File: src/rtl/bed_pkg.sv
package bed_pkg;

   // Fixed field widths
   localparam int CFG_DIM_W  = 9;
   localparam int CFG_DATA_W = 9;
   localparam int CSR_IDX_W  = 2;
   localparam int PIX_W      = 8;
   localparam int COORD_W    = 8;
   localparam int SLOTS      = 4;

   localparam logic [PIX_W-1:0] FG_VALUE = 8'd255;
   localparam logic [PIX_W-1:0] BG_VALUE = 8'd0;

   // Register indexes
   localparam logic [CSR_IDX_W-1:0] CSR_IMAGE_WIDTH  = 2'd0;
   localparam logic [CSR_IDX_W-1:0] CSR_IMAGE_HEIGHT = 2'd1;
   localparam logic [CSR_IDX_W-1:0] CSR_MODE         = 2'd2;

   // Reset values of the registers
   localparam logic [CFG_DIM_W-1:0] RESET_WIDTH  = 9'd200;
   localparam logic [CFG_DIM_W-1:0] RESET_HEIGHT = 9'd200;
   localparam logic                 MODE_ERODE   = 1'b0;
   localparam logic                 MODE_DILATE  = 1'b1;

   // Result slots of one request, in emission order
   localparam logic [1:0] SLOT_UP_LEFT  = 2'd0;  // (r-1, c-1)
   localparam logic [1:0] SLOT_UP       = 2'd1;  // (r-1, c)
   localparam logic [1:0] SLOT_LEFT     = 2'd2;  // (r, c-1)
   localparam logic [1:0] SLOT_CORNER   = 2'd3;  // (r, c), closes the frame

   typedef struct packed {
      logic [CFG_DIM_W-1:0] image_width;
      logic [CFG_DIM_W-1:0] image_height;
      logic                 mode;
   } cfg_type;

   // Up to four results caused by one request
   typedef struct packed {
      logic [SLOTS-1:0]   mask;
      logic [SLOTS-1:0]   bits;
      logic [COORD_W-1:0] row;
      logic [COORD_W-1:0] col;
   } bundle_type;

   localparam int BUNDLE_W = $bits(bundle_type);

   // AND for erosion, OR for dilation
   function automatic logic combine4(input logic mode, input logic a, input logic b,
                                     input logic c, input logic d);
      logic res;
      if (mode == MODE_DILATE) begin
         res = a | b | c | d;
      end else begin
         res = a & b & c & d;
      end
      return res;
   endfunction

   // Lowest set slot of a mask
   function automatic logic [1:0] low_slot(input logic [SLOTS-1:0] mask);
      logic [1:0] idx;
      priority if (mask[0]) begin
         idx = SLOT_UP_LEFT;
      end else if (mask[1]) begin
         idx = SLOT_UP;
      end else if (mask[2]) begin
         idx = SLOT_LEFT;
      end else begin
         idx = SLOT_CORNER;
      end
      return idx;
   endfunction

endpackage

File: src/rtl/bed_ram.sv
module bed_ram #(
   parameter int WIDTH = 1,
   parameter int DEPTH = 256
) (
   input  logic                     clock,
   input  logic                     we,
   input  logic [$clog2(DEPTH)-1:0] waddr,
   input  logic [WIDTH-1:0]         wdata,
   input  logic [$clog2(DEPTH)-1:0] raddr,
   output logic [WIDTH-1:0]         rdata
);

   logic [WIDTH-1:0] mem [DEPTH];
   logic [WIDTH-1:0] rdata_ff;

   // Write port
   always_ff @(posedge clock) begin
      if (we) begin
         mem[waddr] <= wdata;
      end
   end

   // Registered read port
   always_ff @(posedge clock) begin
      rdata_ff <= mem[raddr];
   end

   assign rdata = rdata_ff;

endmodule

File: src/rtl/bed_front.sv
module bed_front
   import bed_pkg::*;
#(
   parameter int MAX_WIDTH  = 256,
   parameter int MAX_HEIGHT = 256
) (
   input  logic             clock,
   input  logic             reset,
   input  cfg_type          cfg,
   input  logic             push,
   input  logic [PIX_W-1:0] req_pixel,
   input  logic             queue_full,
   output logic             bundle_valid,
   output bundle_type       bundle
);

   localparam int COL_W = $clog2(MAX_WIDTH);
   localparam int ROW_W = $clog2(MAX_HEIGHT);
   localparam int DW_C  = (COL_W + 1 > CFG_DIM_W) ? COL_W + 1 : CFG_DIM_W;
   localparam int DW_R  = (ROW_W + 1 > CFG_DIM_W) ? ROW_W + 1 : CFG_DIM_W;

   logic [COL_W-1:0] col_ff, col_in;
   logic [ROW_W-1:0] row_ff, row_in;
   logic             left_ff, left_in;
   logic             upleft_ff, upleft_in;
   logic             byp_ff, byp_in;
   logic             byp_bit_ff;

   logic             accept;
   logic             cur;
   logic             above;
   logic             ram_rdata;
   logic [DW_C-1:0]  width_ext, width_cl;
   logic [DW_R-1:0]  height_ext, height_cl;
   logic             end_col, end_row;
   logic             r_ge1, c_ge1;
   logic [SLOTS-1:0] mask;
   logic [SLOTS-1:0] bits;

   assign accept = push && !queue_full;
   assign cur    = (req_pixel == FG_VALUE);

   // Clamp the frame size to the supported range
   assign width_ext  = DW_C'(cfg.image_width);
   assign height_ext = DW_R'(cfg.image_height);

   always_comb begin
      priority if (width_ext == '0) begin
         width_cl = DW_C'(1);
      end else if (width_ext > DW_C'(MAX_WIDTH)) begin
         width_cl = DW_C'(MAX_WIDTH);
      end else begin
         width_cl = width_ext;
      end
      priority if (height_ext == '0) begin
         height_cl = DW_R'(1);
      end else if (height_ext > DW_R'(MAX_HEIGHT)) begin
         height_cl = DW_R'(MAX_HEIGHT);
      end else begin
         height_cl = height_ext;
      end
   end

   assign end_col = DW_C'(col_ff) >= (width_cl - DW_C'(1));
   assign end_row = DW_R'(row_ff) >= (height_cl - DW_R'(1));
   assign r_ge1   = (row_ff != '0);
   assign c_ge1   = (col_ff != '0);

   // Previous row; the entry for the next column is read ahead on the registered read port
   bed_ram #(
      .WIDTH (1),
      .DEPTH (MAX_WIDTH)
   ) u_line_store (
      .clock (clock),
      .we    (accept),
      .waddr (col_ff),
      .wdata (cur),
      .raddr (col_in),
      .rdata (ram_rdata)
   );

   // Forward a bit written to the column that is read next (single-column frames)
   assign above = byp_ff ? byp_bit_ff : ram_rdata;

   // Classify the request into its result slots
   always_comb begin
      mask[SLOT_UP_LEFT] = r_ge1 && c_ge1;
      mask[SLOT_UP]      = r_ge1 && end_col;
      mask[SLOT_LEFT]    = end_row && c_ge1;
      mask[SLOT_CORNER]  = end_row && end_col;
      bits[SLOT_UP_LEFT] = combine4(cfg.mode, upleft_ff, above, left_ff, cur);
      bits[SLOT_UP]      = combine4(cfg.mode, above, 1'b0, cur, 1'b0);
      bits[SLOT_LEFT]    = combine4(cfg.mode, left_ff, cur, 1'b0, 1'b0);
      bits[SLOT_CORNER]  = combine4(cfg.mode, cur, 1'b0, 1'b0, 1'b0);
   end

   assign bundle_valid = accept && (mask != '0);
   assign bundle.mask  = mask;
   assign bundle.bits  = bits;
   assign bundle.row   = COORD_W'(row_ff);
   assign bundle.col   = COORD_W'(col_ff);

   // Advance the raster position
   always_comb begin
      col_in    = col_ff;
      row_in    = row_ff;
      left_in   = left_ff;
      upleft_in = upleft_ff;
      if (accept) begin
         if (end_col) begin
            col_in    = '0;
            row_in    = end_row ? '0 : row_ff + ROW_W'(1);
            left_in   = 1'b0;
            upleft_in = 1'b0;
         end else begin
            col_in    = col_ff + COL_W'(1);
            left_in   = cur;
            upleft_in = above;
         end
      end
      byp_in = accept && (col_in == col_ff);
   end

   always_ff @(posedge clock) begin
      if (reset) begin
         col_ff    <= '0;
         row_ff    <= '0;
         left_ff   <= 1'b0;
         upleft_ff <= 1'b0;
         byp_ff    <= 1'b0;
      end else begin
         col_ff    <= col_in;
         row_ff    <= row_in;
         left_ff   <= left_in;
         upleft_ff <= upleft_in;
         byp_ff    <= byp_in;
      end
   end

   // Capture the current pixel bit; the bypass uses it only after an accepted write
   always_ff @(posedge clock) begin
      byp_bit_ff <= cur;
   end

endmodule

File: src/rtl/bed_fifo.sv
module bed_fifo
   import bed_pkg::*;
#(
   parameter int DEPTH = 4
) (
   input  logic       clock,
   input  logic       reset,
   input  logic       wr_en,
   input  bundle_type wr_data,
   input  logic       rd_en,
   output bundle_type rd_data,
   output logic       full,
   output logic       empty
);

   localparam int PTR_W = (DEPTH > 1) ? $clog2(DEPTH) : 1;
   localparam int CNT_W = $clog2(DEPTH + 1);

   bundle_type        slot_ff [DEPTH];
   logic [PTR_W-1:0]  wptr_ff, wptr_in;
   logic [PTR_W-1:0]  rptr_ff, rptr_in;
   logic [CNT_W-1:0]  count_ff, count_in;
   logic              do_wr, do_rd;

   assign full    = (count_ff == CNT_W'(DEPTH));
   assign empty   = (count_ff == '0);
   assign do_wr   = wr_en && !full;
   assign do_rd   = rd_en && !empty;
   assign rd_data = slot_ff[rptr_ff];

   // Advance pointers with wrap at the depth
   always_comb begin
      wptr_in  = wptr_ff;
      rptr_in  = rptr_ff;
      count_in = count_ff;
      if (do_wr) begin
         wptr_in = (wptr_ff == PTR_W'(DEPTH - 1)) ? '0 : wptr_ff + PTR_W'(1);
      end
      if (do_rd) begin
         rptr_in = (rptr_ff == PTR_W'(DEPTH - 1)) ? '0 : rptr_ff + PTR_W'(1);
      end
      if (do_wr && !do_rd) begin
         count_in = count_ff + CNT_W'(1);
      end else if (do_rd && !do_wr) begin
         count_in = count_ff - CNT_W'(1);
      end
   end

   always_ff @(posedge clock) begin
      if (reset) begin
         wptr_ff  <= '0;
         rptr_ff  <= '0;
         count_ff <= '0;
      end else begin
         wptr_ff  <= wptr_in;
         rptr_ff  <= rptr_in;
         count_ff <= count_in;
      end
   end

   // Store entries
   always_ff @(posedge clock) begin
      if (do_wr) begin
         slot_ff[wptr_ff] <= wr_data;
      end
   end

endmodule

File: src/rtl/bed_back.sv
module bed_back
   import bed_pkg::*;
(
   input  logic               clock,
   input  logic               reset,
   input  bundle_type         head,
   input  logic               queue_empty,
   output logic               queue_pop,
   input  logic               pop,
   output logic               empty,
   output logic [PIX_W-1:0]   rsp_out_value,
   output logic [COORD_W-1:0] rsp_out_row,
   output logic [COORD_W-1:0] rsp_out_col,
   output logic               rsp_last,
   output logic               rsp_frame_done
);

   logic [SLOTS-1:0]   work_mask_ff, work_mask_in;
   logic [SLOTS-1:0]   work_bits_ff;
   logic [COORD_W-1:0] work_row_ff;
   logic [COORD_W-1:0] work_col_ff;
   logic               out_valid_ff, out_valid_in;
   logic [PIX_W-1:0]   out_value_ff;
   logic [COORD_W-1:0] out_row_ff;
   logic [COORD_W-1:0] out_col_ff;
   logic               out_last_ff;
   logic               out_done_ff;

   logic               out_free;
   logic               emit;
   logic [1:0]         idx;
   logic [SLOTS-1:0]   low;
   logic [SLOTS-1:0]   mask_after;
   logic               load;
   logic [COORD_W-1:0] sel_row, sel_col;

   assign out_free   = !out_valid_ff || pop;
   assign emit       = out_free && (work_mask_ff != '0);
   assign idx        = low_slot(work_mask_ff);
   assign low        = SLOTS'(1) << idx;
   assign mask_after = emit ? (work_mask_ff & ~low) : work_mask_ff;
   assign load       = (mask_after == '0) && !queue_empty;
   assign queue_pop  = load;

   // Position of the selected slot
   always_comb begin
      unique case (idx)
         SLOT_UP_LEFT: begin
            sel_row = work_row_ff - COORD_W'(1);
            sel_col = work_col_ff - COORD_W'(1);
         end
         SLOT_UP: begin
            sel_row = work_row_ff - COORD_W'(1);
            sel_col = work_col_ff;
         end
         SLOT_LEFT: begin
            sel_row = work_row_ff;
            sel_col = work_col_ff - COORD_W'(1);
         end
         default: begin
            sel_row = work_row_ff;
            sel_col = work_col_ff;
         end
      endcase
   end

   // Drop emitted slots, take the next request from the queue
   always_comb begin
      work_mask_in = load ? head.mask : mask_after;
      if (emit) begin
         out_valid_in = 1'b1;
      end else if (pop) begin
         out_valid_in = 1'b0;
      end else begin
         out_valid_in = out_valid_ff;
      end
   end

   always_ff @(posedge clock) begin
      if (reset) begin
         work_mask_ff <= '0;
         out_valid_ff <= 1'b0;
      end else begin
         work_mask_ff <= work_mask_in;
         out_valid_ff <= out_valid_in;
      end
   end

   always_ff @(posedge clock) begin
      if (load) begin
         work_bits_ff <= head.bits;
         work_row_ff  <= head.row;
         work_col_ff  <= head.col;
      end
      if (emit) begin
         out_value_ff <= work_bits_ff[idx] ? FG_VALUE : BG_VALUE;
         out_row_ff   <= sel_row;
         out_col_ff   <= sel_col;
         out_last_ff  <= (mask_after == '0);
         out_done_ff  <= (idx == SLOT_CORNER);
      end
   end

   assign empty          = !out_valid_ff;
   assign rsp_out_value  = out_value_ff;
   assign rsp_out_row    = out_row_ff;
   assign rsp_out_col    = out_col_ff;
   assign rsp_last       = out_last_ff;
   assign rsp_frame_done = out_done_ff;

endmodule

File: src/rtl/binary_erode_dilate_2x2_core.sv
// 2x2 binary erosion/dilation of a raster-order pixel stream. A pixel counts as
// foreground only when it equals 255; result (r,c) is the AND (mode 0) or OR
// (mode 1) of the pixels at (r,c), (r,c+1), (r+1,c), (r+1,c+1), with pixels
// outside the frame as background, and reads 255 or 0. One pixel is taken per
// clock while the four-entry request queue has room; the result side drains one
// result per clock while results are popped. Pixels in the first row or first
// column complete no window of their own, other pixels complete one, a pixel
// ending a row completes two, a pixel in the last row two and the final pixel
// of the frame up to four. The silent first column absorbs the extra row-end
// result, so the stream keeps one pixel per cycle through the frame except along
// the last row, where the queue fills and pixels wait for room. A held result
// stalls only the result side until the queue fills. A result passes through the
// request queue, the working register and the output register to the ports. The
// previous row sits in a MAX_WIDTH x 1 line store whose next-column entry is read
// ahead; it is not cleared after reset and needs no clearing pass. Write the
// size and mode registers only between frames while the block is idle.
module binary_erode_dilate_2x2_core
   import bed_pkg::*;
#(
   parameter int MAX_WIDTH  = 256,
   parameter int MAX_HEIGHT = 256
) (
   input  logic                  clock,
   input  logic                  reset,
   input  logic                  csr_we,
   input  logic [CSR_IDX_W-1:0]  csr_index,
   input  logic [CFG_DATA_W-1:0] csr_wdata,
   input  logic                  push,
   output logic                  full,
   input  logic [PIX_W-1:0]      req_pixel,
   output logic                  empty,
   input  logic                  pop,
   output logic [PIX_W-1:0]      rsp_out_value,
   output logic [COORD_W-1:0]    rsp_out_row,
   output logic [COORD_W-1:0]    rsp_out_col,
   output logic                  rsp_last,
   output logic                  rsp_frame_done
);

   localparam int QUEUE_DEPTH = 4;

   cfg_type    cfg_ff;
   logic       bundle_valid;
   bundle_type bundle;
   bundle_type head;
   logic       queue_full;
   logic       queue_empty;
   logic       queue_pop;

   // Configuration registers; unknown indexes are dropped
   always_ff @(posedge clock) begin
      if (reset) begin
         cfg_ff.image_width  <= RESET_WIDTH;
         cfg_ff.image_height <= RESET_HEIGHT;
         cfg_ff.mode         <= MODE_ERODE;
      end else if (csr_we) begin
         unique case (csr_index)
            CSR_IMAGE_WIDTH:  cfg_ff.image_width  <= csr_wdata;
            CSR_IMAGE_HEIGHT: cfg_ff.image_height <= csr_wdata;
            CSR_MODE:         cfg_ff.mode         <= csr_wdata[0];
            default: begin
            end
         endcase
      end
   end

   bed_front #(
      .MAX_WIDTH  (MAX_WIDTH),
      .MAX_HEIGHT (MAX_HEIGHT)
   ) u_front (
      .clock        (clock),
      .reset        (reset),
      .cfg          (cfg_ff),
      .push         (push),
      .req_pixel    (req_pixel),
      .queue_full   (queue_full),
      .bundle_valid (bundle_valid),
      .bundle       (bundle)
   );

   bed_fifo #(
      .DEPTH (QUEUE_DEPTH)
   ) u_queue (
      .clock   (clock),
      .reset   (reset),
      .wr_en   (bundle_valid),
      .wr_data (bundle),
      .rd_en   (queue_pop),
      .rd_data (head),
      .full    (queue_full),
      .empty   (queue_empty)
   );

   bed_back u_back (
      .clock          (clock),
      .reset          (reset),
      .head           (head),
      .queue_empty    (queue_empty),
      .queue_pop      (queue_pop),
      .pop            (pop),
      .empty          (empty),
      .rsp_out_value  (rsp_out_value),
      .rsp_out_row    (rsp_out_row),
      .rsp_out_col    (rsp_out_col),
      .rsp_last       (rsp_last),
      .rsp_frame_done (rsp_frame_done)
   );

   assign full = queue_full;

endmodule
File: config.mk
export PLATFORM = sky130hd
export DESIGN_NAME = binary_erode_dilate_2x2_core
export DESIGN_NICKNAME = d
export VERILOG_FILES = /design/src/rtl/bed_pkg.sv /design/src/rtl/bed_ram.sv /design/src/rtl/bed_front.sv /design/src/rtl/bed_fifo.sv /design/src/rtl/bed_back.sv /design/src/rtl/binary_erode_dilate_2x2_core.sv
export SDC_FILE = /design/constraint.sdc
export NUM_CORES = 1
export LEC_CHECK = 0
export ABC_CLOCK_PERIOD_IN_PS = 10800
export BUFFER_PORTS_ARGS = -buffer_cell sky130_fd_sc_hd__buf_2
export CORE_UTILIZATION = 40
export CTS_CLUSTER_DIAMETER = 30
export DETAILED_ROUTE_END_ITERATION = 16
export GPL_TIMING_DRIVEN = 0
export MAX_ROUTING_LAYER = met4
export PLACE_DENSITY = 0.52
export SLEW_MARGIN = 20
export SYNTH_ARGS = -nofsm -noshare
export SYNTH_HDL_FRONTEND = slang
export SYNTH_SLANG_ARGS = --single-unit
File: constraint.sdc
create_clock -name clock -period 10.8 [get_ports clock]
set_clock_uncertainty 0.15 [all_clocks]
set_input_delay 2.16 -clock clock [delete_from_list [all_inputs] [get_ports clock]]
set_output_delay 2.16 -clock clock [all_outputs]
set_load 0.01 [all_outputs]
# After elaboration in Yosys (flattened, before gate mapping)
# Memory sizes are Yosys's and may differ from the RTL's. A register that Yosys moved wholly into a read port is not among the register bits.
# Index checks and enable logic that the tools add are counted.
# Widths: inputs -> output; s select.
[classes]
addsub = 10
n_eq_ne = 10
reduce_logical = 37
shifts = 1
n_bitwise = 10
magnitude_cmp = 5
n_mux = 36
[op_table]
columns = ["operator", "count"]
rows = [
  ["$mux 8", 6],
  ["$mux 9", 4],
  ["$ge 8x9->1", 2],
  ["$gt 9x9->1 const B", 2],
  ["$logic_not 9->1", 2],
  ["$sub 9x1->9 const B", 2],
  ["$add 8x1->8 const B", 2],
  ["$reduce_bool 8->1", 2],
  ["$sub 8x1->8 const B", 2],
  ["$mux 1", 15],
  ["$logic_and 1x1->1", 13],
  ["$mux 2", 6],
  ["$eq 2x2->1 const B", 5],
  ["$eq 8x8->1", 1],
  ["$eq 8x8->1 const B", 1],
  ["$mux 4", 2],
  ["$reduce_and 2->1", 4],
  ["$reduce_bool 4->1", 2],
  ["$mux 3", 2],
  ["$logic_not 1->1", 5],
  ["$or 1x1->1", 5],
  ["$add 2x1->2 const B", 2],
  ["$and 4x4->4", 1],
  ["$eq 2x1->1 const B", 2],
  ["other kinds (14)", 19],
]
[totals]
inputBits = 24
memories = 2
out_inout_bits = 28
reg_bits = 97
elab_cells = 133
mem_bits_rw = 352
[mem_list]
columns = ["name", "words", "word_bits", "read_ports", "rd_clocked_by_memory_dff", "wr", "line", "source"]
rows = [
  ["u_front.u_line_store.mem", 256, 1, 1, 1, 1, "bed_ram.sv:13", "logic [WIDTH-1:0] mem [DEPTH];"],
  ["u_queue.slot_ff", 4, 24, 1, 1, 1, "bed_fifo.sv:19", "bundle_type slot_ff [DEPTH];"],
]

# Logic depth before layout (Yosys ltp)
# Gate-level depths: netlist of run 1.
[logic_depth]
word_depth = 13
depth_mapped = 22
mapped_depth_nobuf = 22

# Modules after synthesis
# A second synthesis of run 1 with hierarchy kept.
[hier_totals]
hier_cells = 1425
area_unflattened_um2 = 19657.6
[modules_own_cells]
columns = ["mod", "n_inst", "area_each_um2", "cells_each", "seq_area_each_um2"]
rows = [
  ["bed_ram", 1, 11128.2, 788, 7707.4],
  ["bed_fifo", 1, 3952.5, 176, 3062.9],
  ["bed_back", 1, 1914.3, 138, 1271.2],
  ["bed_front", 1, 1864.3, 247, 400.4],
  ["binary_erode_dilate_2x2_core", 1, 798.3, 76, 380.4],
]

# Worst setup path after synthesis of run 1
# No wires, ideal clock.
[synth_path]
kind = "in2reg"
start = "in req_pixel[6]"
end = "mem u_front.u_line_store.mem[0], data pin"
slack_ps = 878
required_ps = 9225
cell_stages = 2
n_path_buf = 0
setup_time_ps = 1425
arrival_time_ps = 8348
cell_sequence = "nand4_1 nor2_1"
[synth_via]
elab_chain_cells = 1
[synth_rtl]
columns = ["element", "line", "source"]
rows = [
  ["from (decl)", "binary_erode_dilate_2x2_core.sv:30", "input logic [PIX_W-1:0] req_pixel,"],
  ["$eq 8x8->1", "bed_front.sv:41", "assign cur = (req_pixel == FG_VALUE);"],
  ["net u_front.cur", "bed_front.sv:30", "logic cur;"],
  ["to (decl)", "bed_ram.sv:13", ""],
]
# The timed path passes the listed nets, and every way through them passes these cells.

# Worst setup path after layout of run 1
[layout_path]
start = "reg cfg_ff[14] in the netlist's numbering"
end = "reg u_front.u_line_store.rdata_ff, in the netlist u_front.u_line_store.rdata (read register of u_front.u_line_store.mem)"
[layout_via]
elab_chain_cells = 7
word_cells_on_any_way = 8
classes_between = "1 x add/sub; 2 x order compare; 4 x mux; 1 x reduce/logical"
[layout_rtl]
columns = ["element", "line", "source"]
rows = [
  ["from (decl)", "binary_erode_dilate_2x2_core.sv:42", "cfg_type cfg_ff;"],
  ["$gt 9x9->1", "bed_front.sv:50", "end else if (width_ext > DW_C'(MAX_WIDTH)) begin"],
  ["$mux 9", "bed_front.sv:50", ""],
  ["$mux 9 *", "bed_front.sv:48", "priority if (width_ext == '0) begin"],
  ["$sub 9x1->9 *", "bed_front.sv:64", "assign end_col = DW_C'(col_ff) >= (width_cl - DW_C'(1));"],
  ["$ge 8x9->1 *", "bed_front.sv:64", ""],
  ["$mux 8 *", "bed_front.sv:110", "if (end_col) begin"],
  ["$mux 8 *", "bed_front.sv:109", "if (accept) begin"],
  ["to (decl)", "bed_ram.sv:14", "logic [WIDTH-1:0] rdata_ff;"],
]
# Every way passes the cells marked *; elsewhere a longest branch is shown, timed or not.
# A chain may end at the register's enable or synchronous reset.

==> qor.yml, run 1 <==
status:
  status: "finished, final reports clean"
cts:
  cts_tree: "built"
  ctsResizeCount: 0
  root_buffer: "clkbuf_16"
  cts_sinks: 445
  cts_buffers: 107
  htree_levels: 3
  cts_setup_buffers: 0
  insertion_delay_ps: 640
  clk_pin_slew_ps: 40
  cts_buffer_depth: 3
  cts_hold_buf: 0
synth:
  yosysWarnings: 0
  async_reset_ff_frac: 0
  synth_most_common_cell: "edfxtp_1"
  synth_edf_count: 391
  yosys.area.top_type: "edfxtp_1"
  yosys.area.top_type_share: 0.5834
  ys.flop_type: "edfxtp_1"
  synthTopCellsByArea: "edfxtp_1, nor2_1, dfxtp_1, nand2_1, mux4_2"
  synth_common_cells: "edfxtp_1, nor2_1, nand2_1, nand3_1, clkbuf_1"
  seq_area_frac_synth: 0.6371
  ys_types: 81
  ys_seq_elements: 445
  syn_inst: 1701
  avgSynthCellArea_sq_um: 11.83
  synth_nets: 1758
  syn_area_sq_um: 20130
global_route:
  grt_overflow_total: 0
  grt_pass1_vias: 13920
  grt_max_degree: 43
  grt_pass1_wl_um: 88190
  grt_antenna_before_repair: 0
  grt_usage: 0.2429
routing:
  drcViolationCount: 0
  m1WireLength_um: 25060
  dr_wl_met3_um: 3871
  highest_layer: "met4"
  routed_via_density: 5.471
  route.met2.wl_um: 27830
  wl_um: 58680
  drt_iter0_markers: 1302
  wire_per_inst_um: 22.34
  drtPass1Iterations: 6
  drtAntennaViolNets: 0
  vias: 14370
timing:
  rsz0062_at_grt: "false"
  setup_viol: 0
  fmax_ghz: 0.1564
  report.final.slew_viol_count: 0
  layout_min_cycle_time_ps: 6393
  worstMarginPinSlew_ps: 1140
  fin_setup_tns_ps: 0
  max-slew-margin-rel: 0.2345
  finalCritPeriodShare: 0.5920
  hold_viol_final: 0
hold_path:
  worst_hold_startpoint: "u_front.upleft_ff"
  hp-class: "reg -> reg"
layout:
  utilization: 0.5124
  drive_gt1_frac: 0.1737
  antenna_cells: 0
  syn_to_final_growth_pct: 25.39
  final_cell_area_sq_um: 25240
  nets: 1926
place:
  dpl.hpwl_um: 39480
  routabilityCongestion: 0.9273
  placed_cell_area_sq_um: 21420
  io_buffers: 50
pwr:
  power_density_nw_per_um2: 265.8
  power.leakage_nw: 8.855
  intPower_w: 0.004779
  clockPowerShare: 0.500
  comb_power_share: 0.194
  seq_power_share: 0.307
  p_sw_frac: 0.2875
  power.switching_w: 0.001928
  ir_worst_vdd_mv: 0.1982
worst_setup_path:
  cp_max_fo: 10
  critPathSlowestCell: "a21oi_1"
  crit_start: "cfg_ff[14]"
  crit_family: "simple AND/OR/NAND/NOR gates"
  path_cells: "nor4_2 -> a21o_1 -> nand2_1 -> ha_1 -> nand2_1 -> or3_1 -> a32oi_1 -> ha_1 -> and3_1 -> and3_1 -> a32oi_2 -> a21oi_1 -> clkbuf_1 -> buf_2 -> o31ai_1 -> nor4_1 -> a2111oi_0 -> nor4_1 -> and3b_1"
  critPathLaunchType: "register"
  crit_buf_inv: 2
  regToRegStartpoint: "cfg_ff[14]"
  arrival_ps: 6730
  slowest_delay_ps: 860
  crit_type: "reg -> reg"
  crit_required_ps: 11130
  end_kind: "register"
die:
  die_area_sq_um: 51220
  die_w_um: 226.3
  start_util: 0.4086
  num_rows: 81
  ios: 52
  core_sq_um: 49250
  die_h_um: 226.3
flow_run:
  max-cap-violations: 0
==> flip-flops by register name (all words and copies together), names as in the netlist, 8 cells and up, named ones only <==
register	cells
u_front.u_line_store.mem	256
u_queue.slot_ff	96
cfg_ff	19
u_back.rsp_out_col	8
u_back.rsp_out_row	8
u_back.work_col_ff	8
u_back.work_row_ff	8
u_front.col_ff	8
u_front.row_ff	8
==> per-stage QoR <==
step / total power [W] / setup slack, ps / hold WS, ps / cells
global placement: 0.003359 / -4315 / 303.4 / 2415
detailed placement: 0.003376 / 4285 / 312.2 / 2424
finish: 0.006707 / 4407 / 318.8 / 2627
floorplan: 0.002874 / 877.7 / 290.7 / 1701
global route: 0.006940 / 4237 / 349.1 / 2627
CTS: 0.006731 / 4467 / 317.3 / 2627
==> layout by cell type, fill, tap and decap left out, drive strengths merged, types with 14 or more instances in the layout <==
| cell type | instances |
|---|---|
| nor2 | 340 |
| a31oi | 14 |
| nand4 | 21 |
| mux2i | 49 |
| inv | 28 |
| nand3 | 95 |
| edfxtp | 391 |
| nand2 | 223 |
| nor2b | 16 |
| bufinv | 20 |
| mux4 | 32 |
| and3 | 15 |
| a21oi | 53 |
| dfxtp | 54 |
| xor2 | 19 |
| clkinv | 43 |
| nor3 | 34 |
| buf | 111 |
| clkbuf | 187 |
| o21ai | 18 |
| ha | 32 |
==> path summary, 6_finish.rpt <==
| path | end | slack [ps] | depth (start not counted) |
|---|---|---|---|
| hold reg to reg | u_front.upleft_ff | 320 | 2 |
| setup reg to reg | u_front.u_line_store.rdata | 4410 | 19 |
| hold / removal | u_front.upleft_ff | 320 | 2 |
| setup / recovery | u_front.u_line_store.rdata | 4410 | 19 |
==> power by group through the flow <==
| stage | Clock [W] | Sequential (W) | Combinational [W] |
|---|---|---|---|
| after global placement | 0 | 0.00209 | 0.00127 |
| after CTS | 0.00338 | 0.00206 | 0.00129 |
| after global routing | 0.00347 | 0.00207 | 0.00140 |
| after floorplan | 0 | 0.00209 | 0.000786 |
| final | 0.00335 | 0.00206 | 0.00130 |
| after detailed placement | 0 | 0.00209 | 0.00129 |
==> logic make-up (layout without fill, tap and decap cells) <==
family	count (synthesis)	after routing	synth area share
AND/OR/NAND/NOR	800	800	0.1742
flip-flops	445	445	0.6371
AO/OA/AOI/OAI	169	169	0.05800
buffers and inverters	139	401	0.03320
multiplexers	85	85	0.06260
adder cells (fa/ha/maj)	34	34	0.02138
XOR/XNOR	29	29	0.01355
==> worst min-delay path: cells and delay by family, from the launching register on <==
kind / cells / cell delay [ps]
AOI/OAI and AO/OA: 1 / 50
DFF: 1 / 310
and+or+nand+nor: 1 / 60
==> final cells by class <==
| class | count | area (sq um) |
|---|---|---|
| plain buffers | 113 | 570.5 |
| clock buffers | 126 | 2854 |
| clock inverters | 77 | 960.9 |
| fillers | 4415 | 24020 |
| inverters | 26 | 97.59 |
| multi-input cells | 1117 | 6654 |
| flip-flops and latches | 445 | 12820 |
| well taps | 664 | 830.8 |
| repair buffers | 59 | 446.7 |
==> metal layers <==
metal	global-route usage	up-vias
li1	-	6540
met1	0.3132	7153
met2	0.3809	558
met3	0.04665	122
met4	0.09002	0
met5	-	-
Note: power is estimated with default switching activity, not from simulation.
==> run 2, diff against run 1 <==
ABC_CLOCK_PERIOD_IN_PS = 5900   (was 10800)
clock period = 5.9 ns   (was 10.8 ns; I/O delays follow)
==> qor.yml, run 2 (synthesized netlist as in run 1, its figures left out) <==
timing:
  rsz0062_at_grt: "false"
  max-slew-margin-rel: 0.3627
  setup_viol: 0
  report.final.slew_viol_count: 0
  layout_min_cycle_time_ps: 5773
  hold_slack_ps: 316.2
  hold_viol_final: 0
  worstMarginPinSlew_ps: 955.9
  fmax_ghz: 0.1732
  finalCritPeriodShare: 0.9784
  setup_ws_ps: 127.2
cts:
  cts_setup_buffers: 0
  clk_pin_slew_ps: 50
  cts_buffer_depth: 3
  insertion_delay_ps: 650
  htree_levels: 3
  cts_buffers: 104
  cts_tree: "built"
  cts_sinks: 445
  root_buffer: "clkbuf_16"
  cts_hold_buf: 0
die:
  die_area_sq_um: 51220
  core_sq_um: 49250
  start_util: 0.4086
  ios: 52
  die_h_um: 226.3
  die_w_um: 226.3
  num_rows: 81
worst_setup_path:
  regToRegStartpoint: "cfg_ff[12]"
  r2r-end: "u_front.u_line_store.rdata"
  cp_common_cell: "nand2_1"
  reg2reg_depth: 22
  critPathLaunchType: "register"
  end_kind: "register"
  crit_type: "reg -> reg"
  path_cells: "nor4_2 -> a21o_1 -> nand2_1 -> ha_1 -> nand2_1 -> or3_1 -> a32oi_1 -> ha_1 -> a211oi_1 -> o2111ai_1 -> a31oi_4 -> o31a_1 -> buf_4 -> clkbuf_4 -> buf_4 -> nand2_1 -> nand4_1 -> o2111ai_2 -> a31oi_1 -> nor4b_1 -> nor4_1 -> and3b_1"
  critPathSlowestCell: "dfxtp_1"
  arrival_ps: 6170
  slowest_delay_ps: 470
  cp_max_fo: 10
  regToRegSetupSlack_ps: 130
  crit_required_ps: 6300
flow_run:
  max-cap-violations: 0
layout:
  layout_common_cells: "edfxtp_1, nor2_1, nand2_1"
  n_fill_cell: 4443
  nets: 1922
  syn_to_final_growth_pct: 24.36
  layout_commonest_cell: "edfxtp_1"
  drive_gt1_frac: 0.1727
  largest_register_ff_count: 256
  antenna_cells: 0
  top_register: "u_front.u_line_store.mem"
  top_regs: "u_front.u_line_store.mem (256), u_queue.slot_ff (96), cfg_ff (19)"
routing:
  wire_per_inst_um: 22.52
  routed_via_density: 5.526
  wl_um: 58900
  drtPass1Iterations: 5
  drcViolationCount: 0
  drt_iter0_markers: 1413
  drtAntennaViolNets: 0
  vias: 14450
pwr:
  intPower_w: 0.008427
  p_sw_frac: 0.2927
  clockPowerShare: 0.481
  power_density_nw_per_um2: 476.0
  comb_power_share: 0.202
  power.switching_w: 0.003487
  ir_worst_vdd_mv: 0.2568
  power.leakage_nw: 8.754
  seq_power_share: 0.316
global_route:
  grt_antenna_before_repair: 0
  grt_max_degree: 43
  grt_overflow_total: 0
  grt_pass1_vias: 14080
  grt_pass1_wl_um: 87660
  grt_usage: 0.2435
hold_path:
  hp-class: "reg -> reg"
  min_path_cells: 2
  worst_hold_startpoint: "u_front.left_ff"
  min_to: "u_front.left_ff"
place:
  dpl.hpwl_um: 39370
  routabilityCongestion: 0.9249
  io_buffers: 50
  dp_slack_ps: -287.5
status:
  status: "finished, final reports clean"
## run 2: changes by cell type in the layout (fill, tap and decap cells not counted), moves of 6 or more
cell	delta
bufinv_16	-6
clkbuf_8	+8
clkbuf_1	+8
clkinv_2	-6
clkbuf_16	-6
clkinv_1	-6
## run 2: worst max-delay path, delay by kind of cell (launching register included)
family	cells	cell delay [ps]
AO/OA/AOI/OAI	8	2030
adder cells (fa/ha/maj)	2	580
buffers and inverters	3	800
flip-flops	1	470
AND/OR/NAND/NOR	9	1630
## run 2: cell type report
cell class / instances / area, sq um / share of cell area
Sequential cell: 445 / 12820 / 0.5123
Clock buffer: 139 / 2855 / 0.1141
Clock inverter: 53 / 691.9 / 0.02764
Tap cell: 664 / 830.8 / 0.03319
Inverter: 26 / 97.59 / 0.003899
Buffer: 113 / 585.6 / 0.02340
Multi-Input combinational cell: 1117 / 6721 / 0.2685
Timing Repair Buffer: 58 / 424.2 / 0.01695
## run 2: what timing repair did
action / 4_1_cts / 5_1_grt
gates resized for setup: 9 / 11
endpoints found under the setup margin: 1 / 1
cloned: 0 / 0
## run 2: power by group through the flow
stage / clock network [W] / registers, W / logic (W)
after floorplan: 0 / 0.00382 / 0.00144
after global placement: 0 / 0.00383 / 0.00231
after detailed placement: 0 / 0.00382 / 0.00234
after CTS: 0.00580 / 0.00377 / 0.00236
after global routing: 0.00596 / 0.00379 / 0.00256
final: 0.00574 / 0.00377 / 0.00241
## run 2: per-layer routing
metal | GRT usage | part of all wire | vias to the layer above
li1 | - | - | 6521
met1 | 0.3173 | 0.43 | 7148
met2 | 0.3675 | 0.46 | 632
met3 | 0.04613 | 0.075 | 150
met4 | 0.1144 | 0.042 | 0
met5 | - | 0 | -
## run 2: stage by stage
| step | util | total power [W] | TNS [ps] | cell area (sq um) | cells |
|---|---|---|---|---|---|
| finish | 0.5082 | 0.01191 | 0 | 25030 | 2615 |
| global route | 0.5082 | 0.01231 | 0 | 25030 | 2615 |
| CTS | 0.5073 | 0.01193 | 0 | 24990 | 2615 |
| detailed placement | 0.4346 | 0.006162 | -287.5 | 21400 | 2423 |
| global placement | 0.4307 | 0.006135 | -60660 | 21220 | 2415 |
| floorplan | - | 0.005262 | 0 | 20130 | 1701 |
## run 2: how the worst max path moves through the flow
stage	startpoint	end	slack, ps	cells past startpoint
after floorplan	cfg_ff[14]	u_queue.count_ff[2]	1370	22
after global placement	cfg_ff[12]	u_front.u_line_store.rdata	-300	19
after detailed placement	cfg_ff[12]	u_front.u_line_store.rdata	-290	19
after CTS	cfg_ff[12]	u_front.u_line_store.rdata	40	20
after global routing	cfg_ff[12]	u_front.u_line_store.rdata	10	22
final	cfg_ff[12]	u_front.u_line_store.rdata	130	22
==> run 3, diff against run 2 <==
SYNTH_HIERARCHICAL = 1   (was unset)
==> qor.yml, run 3 <==
pwr:
  ir_worst_vdd_mv: 0.2871
  intPower_w: 0.008517
  clockPowerShare: 0.532
  comb_power_share: 0.127
  seq_power_share: 0.342
  power.leakage_nw: 8.104
  p_sw_frac: 0.2446
  power_density_nw_per_um2: 452.7
  power.switching_w: 0.002757
layout:
  largest_register_ff_count: 256
  finalNonFillerCells: 2340
  syn_to_final_growth_pct: 26.69
  layout_commonest_cell: "edfxtp_1"
  nets: 1652
  utilization: 0.5173
  top_regs: "u_front/u_line_store/mem (256), u_queue/slot_ff (96), cfg_ff (19)"
  top_register: "u_front/u_line_store/mem"
  final_cell_area_sq_um: 24910
  layout_common_cells: "edfxtp_1, nor2_1, clkbuf_16"
  drive_gt1_frac: 0.2389
worst_setup_path:
  regToRegStartpoint: "cfg_ff[12]"
  crit_required_ps: 6230
  arrival_ps: 5930
  r2r-end: "u_front/u_line_store/rdata"
  cp_max_fo: 9
  crit_type: "reg -> reg"
  end_kind: "register"
  regToRegSetupSlack_ps: 310
  endpoint: "u_front/u_line_store/rdata"
  reg2reg_depth: 23
  critPathLaunchType: "register"
  crit_start: "cfg_ff[12]"
routing:
  vias: 12540
  wire_per_inst_um: 21.35
  drtPass1Iterations: 5
  routed_via_density: 5.357
  wl_um: 49970
  drtAntennaViolNets: 0
  drt_iter0_markers: 1019
  drcViolationCount: 0
synth:
  async_reset_ff_frac: 0
  synth_nets: 1480
  seq_area_frac_synth: 0.6523
  synth_most_common_cell: "edfxtp_1"
  syn_area_sq_um: 19660
  ys_seq_elements: 445
  yosys.area.top_type: "edfxtp_1"
  yosys.area.top_type_share: 0.5973
  syn_inst: 1425
  synth_edf_count: 391
  synthTopCellsByArea: "edfxtp_1, mux4_2, nor2_1, dfxtp_1, mux2i_1"
  yosysWarnings: 6
  synth_common_cells: "edfxtp_1, nor2_1, mux2i_1, mux4_2, dfxtp_1"
  ys.flop_type: "edfxtp_1"
  avgSynthCellArea_sq_um: 13.79
  ys_types: 81
timing:
  setup_ws_ps: 306.4
  report.final.slew_viol_count: 0
  finalCritPeriodShare: 0.9481
  fin_setup_tns_ps: 0
  layout_min_cycle_time_ps: 5594
  worstMarginPinSlew_ps: 1148
  fmax_ghz: 0.1788
  hold_viol_final: 0
  max-slew-margin-rel: 0.2348
  setup_viol: 0
cts:
  root_buffer: "clkbuf_16"
  htree_levels: 3
  insertion_delay_ps: 640
  cts_buffer_depth: 3
  cts_tree: "built"
  clk_pin_slew_ps: 40
  cts_sinks: 445
  cts_hold_buf: 0
  cts_buffers: 104
die:
  num_rows: 80
  die_area_sq_um: 50040
  core_sq_um: 48150
  start_util: 0.4083
  die_h_um: 223.7
  die_w_um: 223.7
  ios: 52
place:
  dp_slack_ps: -1044
  placed_cell_area_sq_um: 20910
  routabilityCongestion: 0.8288
  io_buffers: 51
  dpl.cell_count: 2140
  dpl.hpwl_um: 31740
global_route:
  grt_antenna_before_repair: 0
  grt_pass1_wl_um: 75750
  grt_pass1_vias: 12770
  grt_max_degree: 44
  grt_overflow_total: 0
  grt_usage: 0.2102
status:
  status: "finished, final reports clean"
hold_path:
  hp-class: "reg -> reg"
flow_run:
  max-cap-violations: 0
[run 3: cell count changes after synthesis, moves of 12 or more]
cell	before	now
nand4_1	21	8
nand3_1	95	29
nand2b_1	5	32
mux4_2	32	66
nor3_1	34	22
a21oi_1	52	25
o22ai_1	2	24
nand2_1	222	51
nor2_1	339	323
mux2i_1	49	75
clkbuf_1	61	46
[run 3: repair_timing]
item | 4_1_cts | 5_1_grt
buffers inserted | 2 | 5
gates cloned | 0 | 1
setup endpoints to repair | 2 | 2
pin swaps | 2 | 8
resized for setup | 25 | 37
[run 3: how the worst min path moves through the flow]
stage                            startpoint           endpoint  slack [ps]  cells past startpoint
after floorplan           u_front/upleft_ff  u_front/upleft_ff         280                      2
after global placement    u_front/upleft_ff  u_front/upleft_ff         290                      2
after detailed placement  u_front/upleft_ff  u_front/upleft_ff         300                      2
after CTS                 u_front/upleft_ff  u_front/upleft_ff         310                      2
after global routing      u_front/upleft_ff  u_front/upleft_ff         350                      2
final                     u_front/upleft_ff  u_front/upleft_ff         300                      2
[run 3: metrics by stage]
step,total power (W),hold slack (ps)
final,0.01127,304.3
after floorplan,0.004837,281.7
after global placement,0.005247,293.7
after CTS,0.01133,306.1
after global routing,0.01168,351.4
after detailed placement,0.005281,302.0
[run 3: cell families after synthesis]
logic type	count (synthesis)	share of synthesized area
fa+ha+maj	31	0.02011
simple gates	530	0.1218
buf+inv	109	0.02826
mux	143	0.1150
xor+xnor	24	0.01069
compound gates	143	0.05188
flops	445	0.6523
[run 3: metal layers]
layer  global-route usage  part of all wire
met1               0.2795              0.44
met2               0.3237              0.47
met3              0.03659             0.063
met4              0.07866             0.023
met5                    -                 0
[run 3: worst max-delay path, stage by stage, from the launching register on]
cell and delay [ps]:
dfxtp_2 340, or4_4 560, or3_4 360, nor2_2 100, o21bai_2 80, ha_2 240
o21ai_0 100, o21ai_1 90, a21oi_1 190, ha_1 280, a21o_1 210, a221oi_4 290
o21ai_2 130, nand2_2 120, nand3_1 120, nand2_2 130, buf_12 140, buf_12 140
mux4_2 500, mux4_2 530, mux2i_4 220, o22ai_1 110, a21oi_1 210, a22oi_2 110
[run 3: layout make-up]
type | instances | area (sq um)
repair buffers | 67 | 499.2
plain buffers | 85 | 540.5
flip-flops and latches | 445 | 12820
fillers | 4078 | 23240
clock inverters | 74 | 1011
inverters | 23 | 91.34
clock buffers | 118 | 2696
multi-input cells | 871 | 6419
diodes | 1 | 2.502
well taps | 656 | 820.8
[run 3: power by group through the flow]
stage	registers (W)	logic (W)	clock network, W
finish	0.00385	0.00143	0.00599
global route	0.00388	0.00156	0.00624
CTS	0.00385	0.00140	0.00608
detailed placement	0.00391	0.00137	0
global placement	0.00390	0.00134	0
floorplan	0.00391	0.000923	0
